### src/hw/rtl/msp_pkg.sv
package msp_pkg;

	// graph geometry and arithmetic widths
	localparam int STAGE_SLOTS = 16;
	localparam int WEIGHT_BITS = 16;
	localparam int COST_BITS   = 31;

	// fixed field widths of the stream items
	localparam int SLOT_FIELD_W   = 4;
	localparam int WEIGHT_FIELD_W = 16;
	localparam int PATH_COST_W    = 31;
	localparam int IN_DATA_W      = 24;
	localparam int IN_USER_W      = 3;
	localparam int OUT_DATA_W     = 32;

	localparam int SLOT_W = (STAGE_SLOTS > 1) ? $clog2(STAGE_SLOTS) : 1;
	localparam int IDX_W  = (SLOT_W > SLOT_FIELD_W) ? SLOT_W : SLOT_FIELD_W;
	localparam int SUM_W  = COST_BITS + 1;

	typedef logic [COST_BITS-1:0] cost_t;

	// all ones: no path
	localparam cost_t UNREACH = '1;

	localparam logic [WEIGHT_FIELD_W-1:0] WEIGHT_MASK =
		WEIGHT_FIELD_W'((64'd1 << WEIGHT_BITS) - 64'd1);

	typedef struct packed {
		logic [SLOT_FIELD_W-1:0]   src_slot;
		logic [SLOT_FIELD_W-1:0]   dst_slot;
		logic [WEIGHT_FIELD_W-1:0] weight;
		logic                      edge_present;
		logic                      graph_start;
		logic                      stage_end;
		logic                      graph_end;
	} item_t;

	typedef struct packed {
		logic [PATH_COST_W-1:0] path_cost;
		logic                   reachable;
	} result_t;

endpackage

### src/hw/rtl/msp_cost_core.sv
// Cost register files and the per-edge relax step (read, add, saturate, compare, write).
module msp_cost_core (
	input  logic             clk,
	input  logic             arst_n,
	input  logic             fire,
	input  msp_pkg::item_t   item,
	output msp_pkg::result_t result
);

	msp_pkg::cost_t prev_q [msp_pkg::STAGE_SLOTS];
	msp_pkg::cost_t cur_q  [msp_pkg::STAGE_SLOTS];
	msp_pkg::cost_t cur_nx [msp_pkg::STAGE_SLOTS];

	logic [msp_pkg::IDX_W-1:0]  src_ext;
	logic [msp_pkg::IDX_W-1:0]  dst_ext;
	logic [msp_pkg::SLOT_W-1:0] src_idx;
	logic [msp_pkg::SLOT_W-1:0] dst_idx;
	logic                       in_range;
	msp_pkg::cost_t             prev_rd;
	msp_pkg::cost_t             cur_rd;
	logic [msp_pkg::SUM_W-1:0]  sum;
	msp_pkg::cost_t             cand;
	logic                       take;
	msp_pkg::cost_t             cost0;

	assign src_ext  = msp_pkg::IDX_W'(item.src_slot);
	assign dst_ext  = msp_pkg::IDX_W'(item.dst_slot);
	assign src_idx  = src_ext[msp_pkg::SLOT_W-1:0];
	assign dst_idx  = dst_ext[msp_pkg::SLOT_W-1:0];
	assign in_range = (int'(src_ext) < msp_pkg::STAGE_SLOTS) &&
		(int'(dst_ext) < msp_pkg::STAGE_SLOTS);

	// graph start acts before the edge: previous reads as zero, current as unreachable
	assign prev_rd = item.graph_start ? '0 : prev_q[src_idx];
	assign cur_rd  = item.graph_start ? msp_pkg::UNREACH : cur_q[dst_idx];

	assign sum  = {1'b0, prev_rd} + msp_pkg::SUM_W'(item.weight & msp_pkg::WEIGHT_MASK);
	assign cand = (sum >= {1'b0, msp_pkg::UNREACH}) ? msp_pkg::UNREACH :
		sum[msp_pkg::COST_BITS-1:0];
	assign take = item.edge_present && in_range && (cand < cur_rd);

	always_comb begin
		for (int i = 0; i < msp_pkg::STAGE_SLOTS; i++) begin
			if (take && (dst_idx == msp_pkg::SLOT_W'(i))) begin
				cur_nx[i] = cand;
			end else if (item.graph_start) begin
				cur_nx[i] = msp_pkg::UNREACH;
			end else begin
				cur_nx[i] = cur_q[i];
			end
		end
	end

	// slot zero after the edge, before any stage shift
	assign cost0            = cur_nx[0];
	assign result.path_cost = msp_pkg::PATH_COST_W'(cost0);
	assign result.reachable = (cost0 != msp_pkg::UNREACH);

	always_ff @(posedge clk or negedge arst_n) begin
		if (!arst_n) begin
			for (int i = 0; i < msp_pkg::STAGE_SLOTS; i++) begin
				prev_q[i] <= '0;
				cur_q[i]  <= msp_pkg::UNREACH;
			end
		end else if (fire) begin
			for (int i = 0; i < msp_pkg::STAGE_SLOTS; i++) begin
				if (item.stage_end) begin
					prev_q[i] <= cur_nx[i];
					cur_q[i]  <= msp_pkg::UNREACH;
				end else begin
					if (item.graph_start) begin
						prev_q[i] <= '0;
					end
					cur_q[i] <= cur_nx[i];
				end
			end
		end
	end

`ifndef SYNTH
	a_shift_clears_cur: assert property (@(posedge clk) disable iff (!arst_n)
		fire && item.stage_end |=> cur_q[0] == msp_pkg::UNREACH)
		else $error("current costs not cleared on stage shift");

	a_start_clears_prev: assert property (@(posedge clk) disable iff (!arst_n)
		fire && item.graph_start && !item.stage_end |=> prev_q[0] == '0)
		else $error("previous costs not cleared on graph start");

	a_cur_monotonic: assert property (@(posedge clk) disable iff (!arst_n)
		fire && !item.graph_start && !item.stage_end |=> cur_q[0] <= $past(cur_q[0]))
		else $error("current cost grew within a stage");
`endif

endmodule

### src/hw/rtl/multistage_shortest_path.sv
// Multistage graph shortest path. Edges of a layered graph stream in one per transfer, stage
// by stage; each relaxes the best cost of its target slot (at most 16 slots per stage) with
// the source slot's cost plus the weight, sums saturating at the all-ones unreachable value.
// graph_start (tuser[1]) clears the previous stage to zero before its edge is used,
// stage_end (tuser[2]) moves current costs to previous after the edge, and graph_end (tlast)
// returns one result: the cost of slot zero of the final stage, with tuser set when a path
// exists. Edges with edge_present (tuser[0]) low are ignored but their flags still act. One
// transfer is taken every cycle, except while a graph_end edge waits for the result slot; an
// edge sits in the input register, where the relax step reads and writes the cost registers
// in the same cycle, and the result of a graph_end edge is then held in the output register.
// The output register lets the input keep flowing while a result waits. Only a stalled result
// blocks the next graph_end edge, and with it the input.
module multistage_shortest_path (
	input  logic                            clk,
	input  logic                            arst_n,
	// edge input
	input  logic                            s_tvalid,
	output logic                            s_tready,
	input  logic [msp_pkg::IN_DATA_W-1:0]   s_tdata,  // src_slot[3:0], dst_slot[7:4], weight[23:8]
	input  logic [msp_pkg::IN_USER_W-1:0]   s_tuser,  // edge_present[0], graph_start[1], stage_end[2]
	input  logic                            s_tlast,  // graph_end
	// result output
	output logic                            m_tvalid,
	input  logic                            m_tready,
	output logic [msp_pkg::OUT_DATA_W-1:0]  m_tdata,  // path_cost[30:0], zero pad[31]
	output logic                            m_tuser   // reachable
);

	// input register
	msp_pkg::item_t   item_s1;
	logic             valid_s1;
	msp_pkg::item_t   in_item;

	// result register
	msp_pkg::result_t res_q;
	logic             res_valid_q;
	msp_pkg::result_t res_nx;

	logic fire;
	logic out_free;

	assign in_item.src_slot     = s_tdata[3:0];
	assign in_item.dst_slot     = s_tdata[7:4];
	assign in_item.weight       = s_tdata[23:8];
	assign in_item.edge_present = s_tuser[0];
	assign in_item.graph_start  = s_tuser[1];
	assign in_item.stage_end    = s_tuser[2];
	assign in_item.graph_end    = s_tlast;

	// result slot is free if empty or being drained this cycle
	assign out_free = !res_valid_q || m_tready;
	// only an edge that emits waits for the result slot
	assign fire     = valid_s1 && (!item_s1.graph_end || out_free);
	assign s_tready = !valid_s1 || fire;

	always_ff @(posedge clk or negedge arst_n) begin
		if (!arst_n) begin
			valid_s1 <= 1'b0;
		end else if (s_tready) begin
			valid_s1 <= s_tvalid;
		end
	end

	always_ff @(posedge clk) begin
		if (s_tready && s_tvalid) begin
			item_s1 <= in_item;
		end
	end

	msp_cost_core u_core (
		.clk    (clk),
		.arst_n (arst_n),
		.fire   (fire),
		.item   (item_s1),
		.result (res_nx)
	);

	always_ff @(posedge clk or negedge arst_n) begin
		if (!arst_n) begin
			res_valid_q <= 1'b0;
		end else if (out_free) begin
			res_valid_q <= fire && item_s1.graph_end;
		end
	end

	always_ff @(posedge clk) begin
		if (out_free && fire && item_s1.graph_end) begin
			res_q <= res_nx;
		end
	end

	assign m_tvalid = res_valid_q;
	assign m_tdata  = msp_pkg::OUT_DATA_W'(res_q.path_cost);
	assign m_tuser  = res_q.reachable;

`ifndef SYNTH
	a_result_from_end: assert property (@(posedge clk) disable iff (!arst_n)
		$rose(m_tvalid) |-> $past(fire && item_s1.graph_end))
		else $error("result appeared without a graph end edge");

	a_end_gives_result: assert property (@(posedge clk) disable iff (!arst_n)
		fire && item_s1.graph_end |=> m_tvalid)
		else $error("graph end edge gave no result");

	a_held_edge_stays: assert property (@(posedge clk) disable iff (!arst_n)
		valid_s1 && !fire |=> valid_s1 && $stable(item_s1))
		else $error("stalled edge lost from input register");
`endif

endmodule

### config.mk
export PLATFORM = sky130hd
export DESIGN_NAME = multistage_shortest_path
export DESIGN_NICKNAME = d
export VERILOG_FILES = /design/src/hw/rtl/msp_pkg.sv /design/src/hw/rtl/msp_cost_core.sv /design/src/hw/rtl/multistage_shortest_path.sv
export SDC_FILE = /design/constraint.sdc
export NUM_CORES = 2
export LEC_CHECK = 0
export ABC_AREA = 1
export ABC_CLOCK_PERIOD_IN_PS = 8450
export BUFFER_PORTS_ARGS = -buffer_cell sky130_fd_sc_hd__buf_2
export CAP_MARGIN = 20
export CORE_ASPECT_RATIO = 0.8
export CORE_MARGIN = 1.5
export CORE_UTILIZATION = 40
export CTS_CLUSTER_DIAMETER = 120
export DETAILED_ROUTE_END_ITERATION = 7
export PLACE_DENSITY_LB_ADDON = 0.12
export SLEW_MARGIN = 20
export SYNTH_ARGS = -nofsm -noshare
export SYNTH_HDL_FRONTEND = slang
export SYNTH_HIERARCHICAL = 1
export SYNTH_SLANG_ARGS = --single-unit
### constraint.sdc
create_clock -name clk -period 8.45 [get_ports clk]
set_input_delay 0.845 -clock clk [delete_from_list [all_inputs] [get_ports clk]]
set_output_delay 0.845 -clock clk [all_outputs]
set_load 0.1 [all_outputs]
==> metrics <==
Cell Pwr Density=approximately 220 nW/µm²; CP Buf/Inv Count=8; starting density of the core=0.402; Setup Skew=0.0381 ns; Worst Path Required=8.96 ns; Area contributors post-synth=dfstp_2, dfrtp_1, o21ai_0, nand3_1, nand2_1; mean area per synthesized cell=between 7 and 8 µm²; Final Hold Viols=0; GRT overflow=0; Chip Width=426 µm; EDFF count, synth=60; RePlAce Congestion=0.955; drt via density=6.07; CP max FO=39; Detail Placement HPWL=135000 µm; DR pass1 iterations=6; IR drop worst, VDD=0.000167 V; Tcrit/Tclk final=0.954; Worst Tran Pin Value=~1.3 ns; relative slew slack=0.144; met3 GRT Util=0.0520; Pleak=26.3 nW; met2 Use GR=0.477; clk sinks=between 1k and 1.5k; most frequent cell after synthesis=o21ai_0; Area Overhead vs Synth=10.7%; Max Root-Sink Buffers=3; reg2reg end=m_tuser; final hold slack=0.0956 ns; placed cells=8930; critical path's largest stage delay=0.39 ns; CP arrival=~8.6 ns; Yosys top cell by area=dfstp_2; die height=~340 µm; Core Region=143000 µm²; Hold WC Path Type=in2async; busiest grt layer=met2; final slew viol count=0; Yosys cell types=45; cell area after synthesis=about 57000 µm²; top post-synthesis cells by count=o21ai_0, nand2_1, nand3_1; Main synth FF type=dfrtp_1; register bit count reported by yosys=1054; family with the most delay on the worst path=simple AND/OR/NAND/NOR gates; pin count of the biggest net entering global routing=177; post-synth top area share=0.227; Max Fclk=0.124 GHz; CP Launch Point=item_s1[24]; most frequent CP cell=nand2_1; CTS Buf Count=115; full die area=between 100000 and 150000 µm²; wire per inst=25.8 µm; Final ANT Viol Nets=1; Crit Path Class=reg2reg; Setup crit end=m_tuser; Worst-path clk slew=0.07 ns; clock tree from TritonCTS=done; Seq/Total Area, Yosys=0.476; Iter 0 DRT Violations=just under 7k; first-pass GRT wire length=353000 µm; FFs w/ async S/R, synth=0.943; status=complete, but fails checks; via count=55.6k; Post-Route WL=between 200000 and 250000 µm; post-synthesis net count=between 7k and 8k; Total GRT Usage=0.319; Root Driver=clkbuf_16; Nets=7243; CP Depth=43; Reg2Reg Launch Point=item_s1[24]; Final setup viols=0; Core Rows=around 120; Mapped Cells=7466; crit end category=register; ratio of cells with drive above 1 in the final layout=0.137; FF-to-FF path depth=43; vias in the first global route=52.0k; CP Launch Type=register; number of I/O pins=between 60 and 70; fin cells=a little over 9k; RSZ-0062 raised after global routing=true; violated checks=antenna violations; CTS H-Tree Depth=3; initial antenna violation count=6; met1 Use GR=0.470; DRC violations left=0; Final min period=8.07 ns; Max Cap Viol=0; R2R Setup Slk=0.38 ns; final setup TNS=0 ns; crit path max-delay cell type=edfxtp_1; PortBufs=between 60 and 70; clock latency on the worst-skew pair=0.76 ns; yosys warns=6
[metal layers]
layer / wire, µm / share of wire
met1: 105000 / 0.44
met5: 27 / 0.00011
met2: 104000 / 0.44
met3: 20000 / 0.084
met4: 7640 / 0.032
[layout make-up]
class / count / area, µm²
fillers: 14300 / 79100
flip-flops and latches: 1054 / 27300
multi-input cells: 4782 / 24100
inverters: 958 / 3650
clock buffers: 180 / 3440
well taps: 1890 / 2360
repair buffers: 253 / 2260
clock inverters: 36 / 423
diodes: 7 / 17.5
[through the flow]
step / utilization / area (µm²) / power, mW / setup WS [ns]
after global routing: 0.445 / 63500 / 14.3 / -0.00107
after floorplan: - / 57400 / 7.36 / 1.30
after global placement: 0.417 / 59400 / 8.39 / -0.218
after CTS: 0.444 / 63300 / 13.7 / 0.0175
after detailed placement: 0.417 / 59400 / 8.41 / -0.288
final: 0.445 / 63500 / 13.7 / 0.385
[power by group]
part           switching (mW)  leakage (nW)  internal (mW)
combinational            1.92          12.5          0.660
clock                    2.24          1.92           3.06
sequential              0.215          11.9           5.61
total                    4.38          26.3           9.33
[placed cells by master (no fill, tap or decap), drive strengths merged, types with 9 or more instances in the layout]
cell type,synthesis,layout
a21oi,192,192
a221oi,30,30
a22o,31,31
a22oi,17,17
buf,163,253
bufinv,0,9
clkbuf,509,180
clkinv,1,25
dfrtp,498,498
dfstp,496,496
edfxtp,60,60
ha,46,46
inv,957,957
nand2,1056,1056
nand3,966,966
nand4,109,109
nor2,203,203
o211ai,25,25
o21ai,1624,1624
o22ai,457,457
[kinds of logic (layout without fill, tap and decap cells)]
logic type               count (synthesis)  after routing  share of synthesized area
AO/OA/AOI/OAI                         2387           2387                      0.225
AND/OR/NAND/NOR                       2343           2343                      0.180
buffers and inverters                 1630           1427                      0.108
flip-flops                            1054           1054                      0.476
adder cells (fa/ha/maj)                 47             47                     0.0104
XOR/XNOR                                 4              4                   0.000611
other                                    1              8                  0.0000654
[how the worst min path moves through the flow]
stage,end,slack [ns],cells after the start
after floorplan,u_core/prev_q[341],0.47,2
after global placement,u_core/prev_q[471],0.48,2
after detailed placement,u_core/prev_q[15],0.49,2
after CTS,u_core/prev_q[178],0.11,1
after global routing,u_core/prev_q[178],0.12,1
final,u_core/prev_q[178],0.1,1
[registers in the layout, summed over array words and instances, names as in the netlist]
name / flops
item_s1: 28
m_tdata: 31
m_tuser: 1
m_tvalid: 1
u_core/cur_q: 496
u_core/prev_q: 496
valid_s1: 1
[repair_timing]
| action | in CTS | in global routing |
|---|---|---|
| gates resized for setup | 8 | 36 |
| pin swaps | 1 | 1 |
| hold buffers | 0 | 0 |
| buffers inserted | 1 | 6 |
| setup endpoints to repair | 477 | 960 |
(Power assumes the default switching activity.)
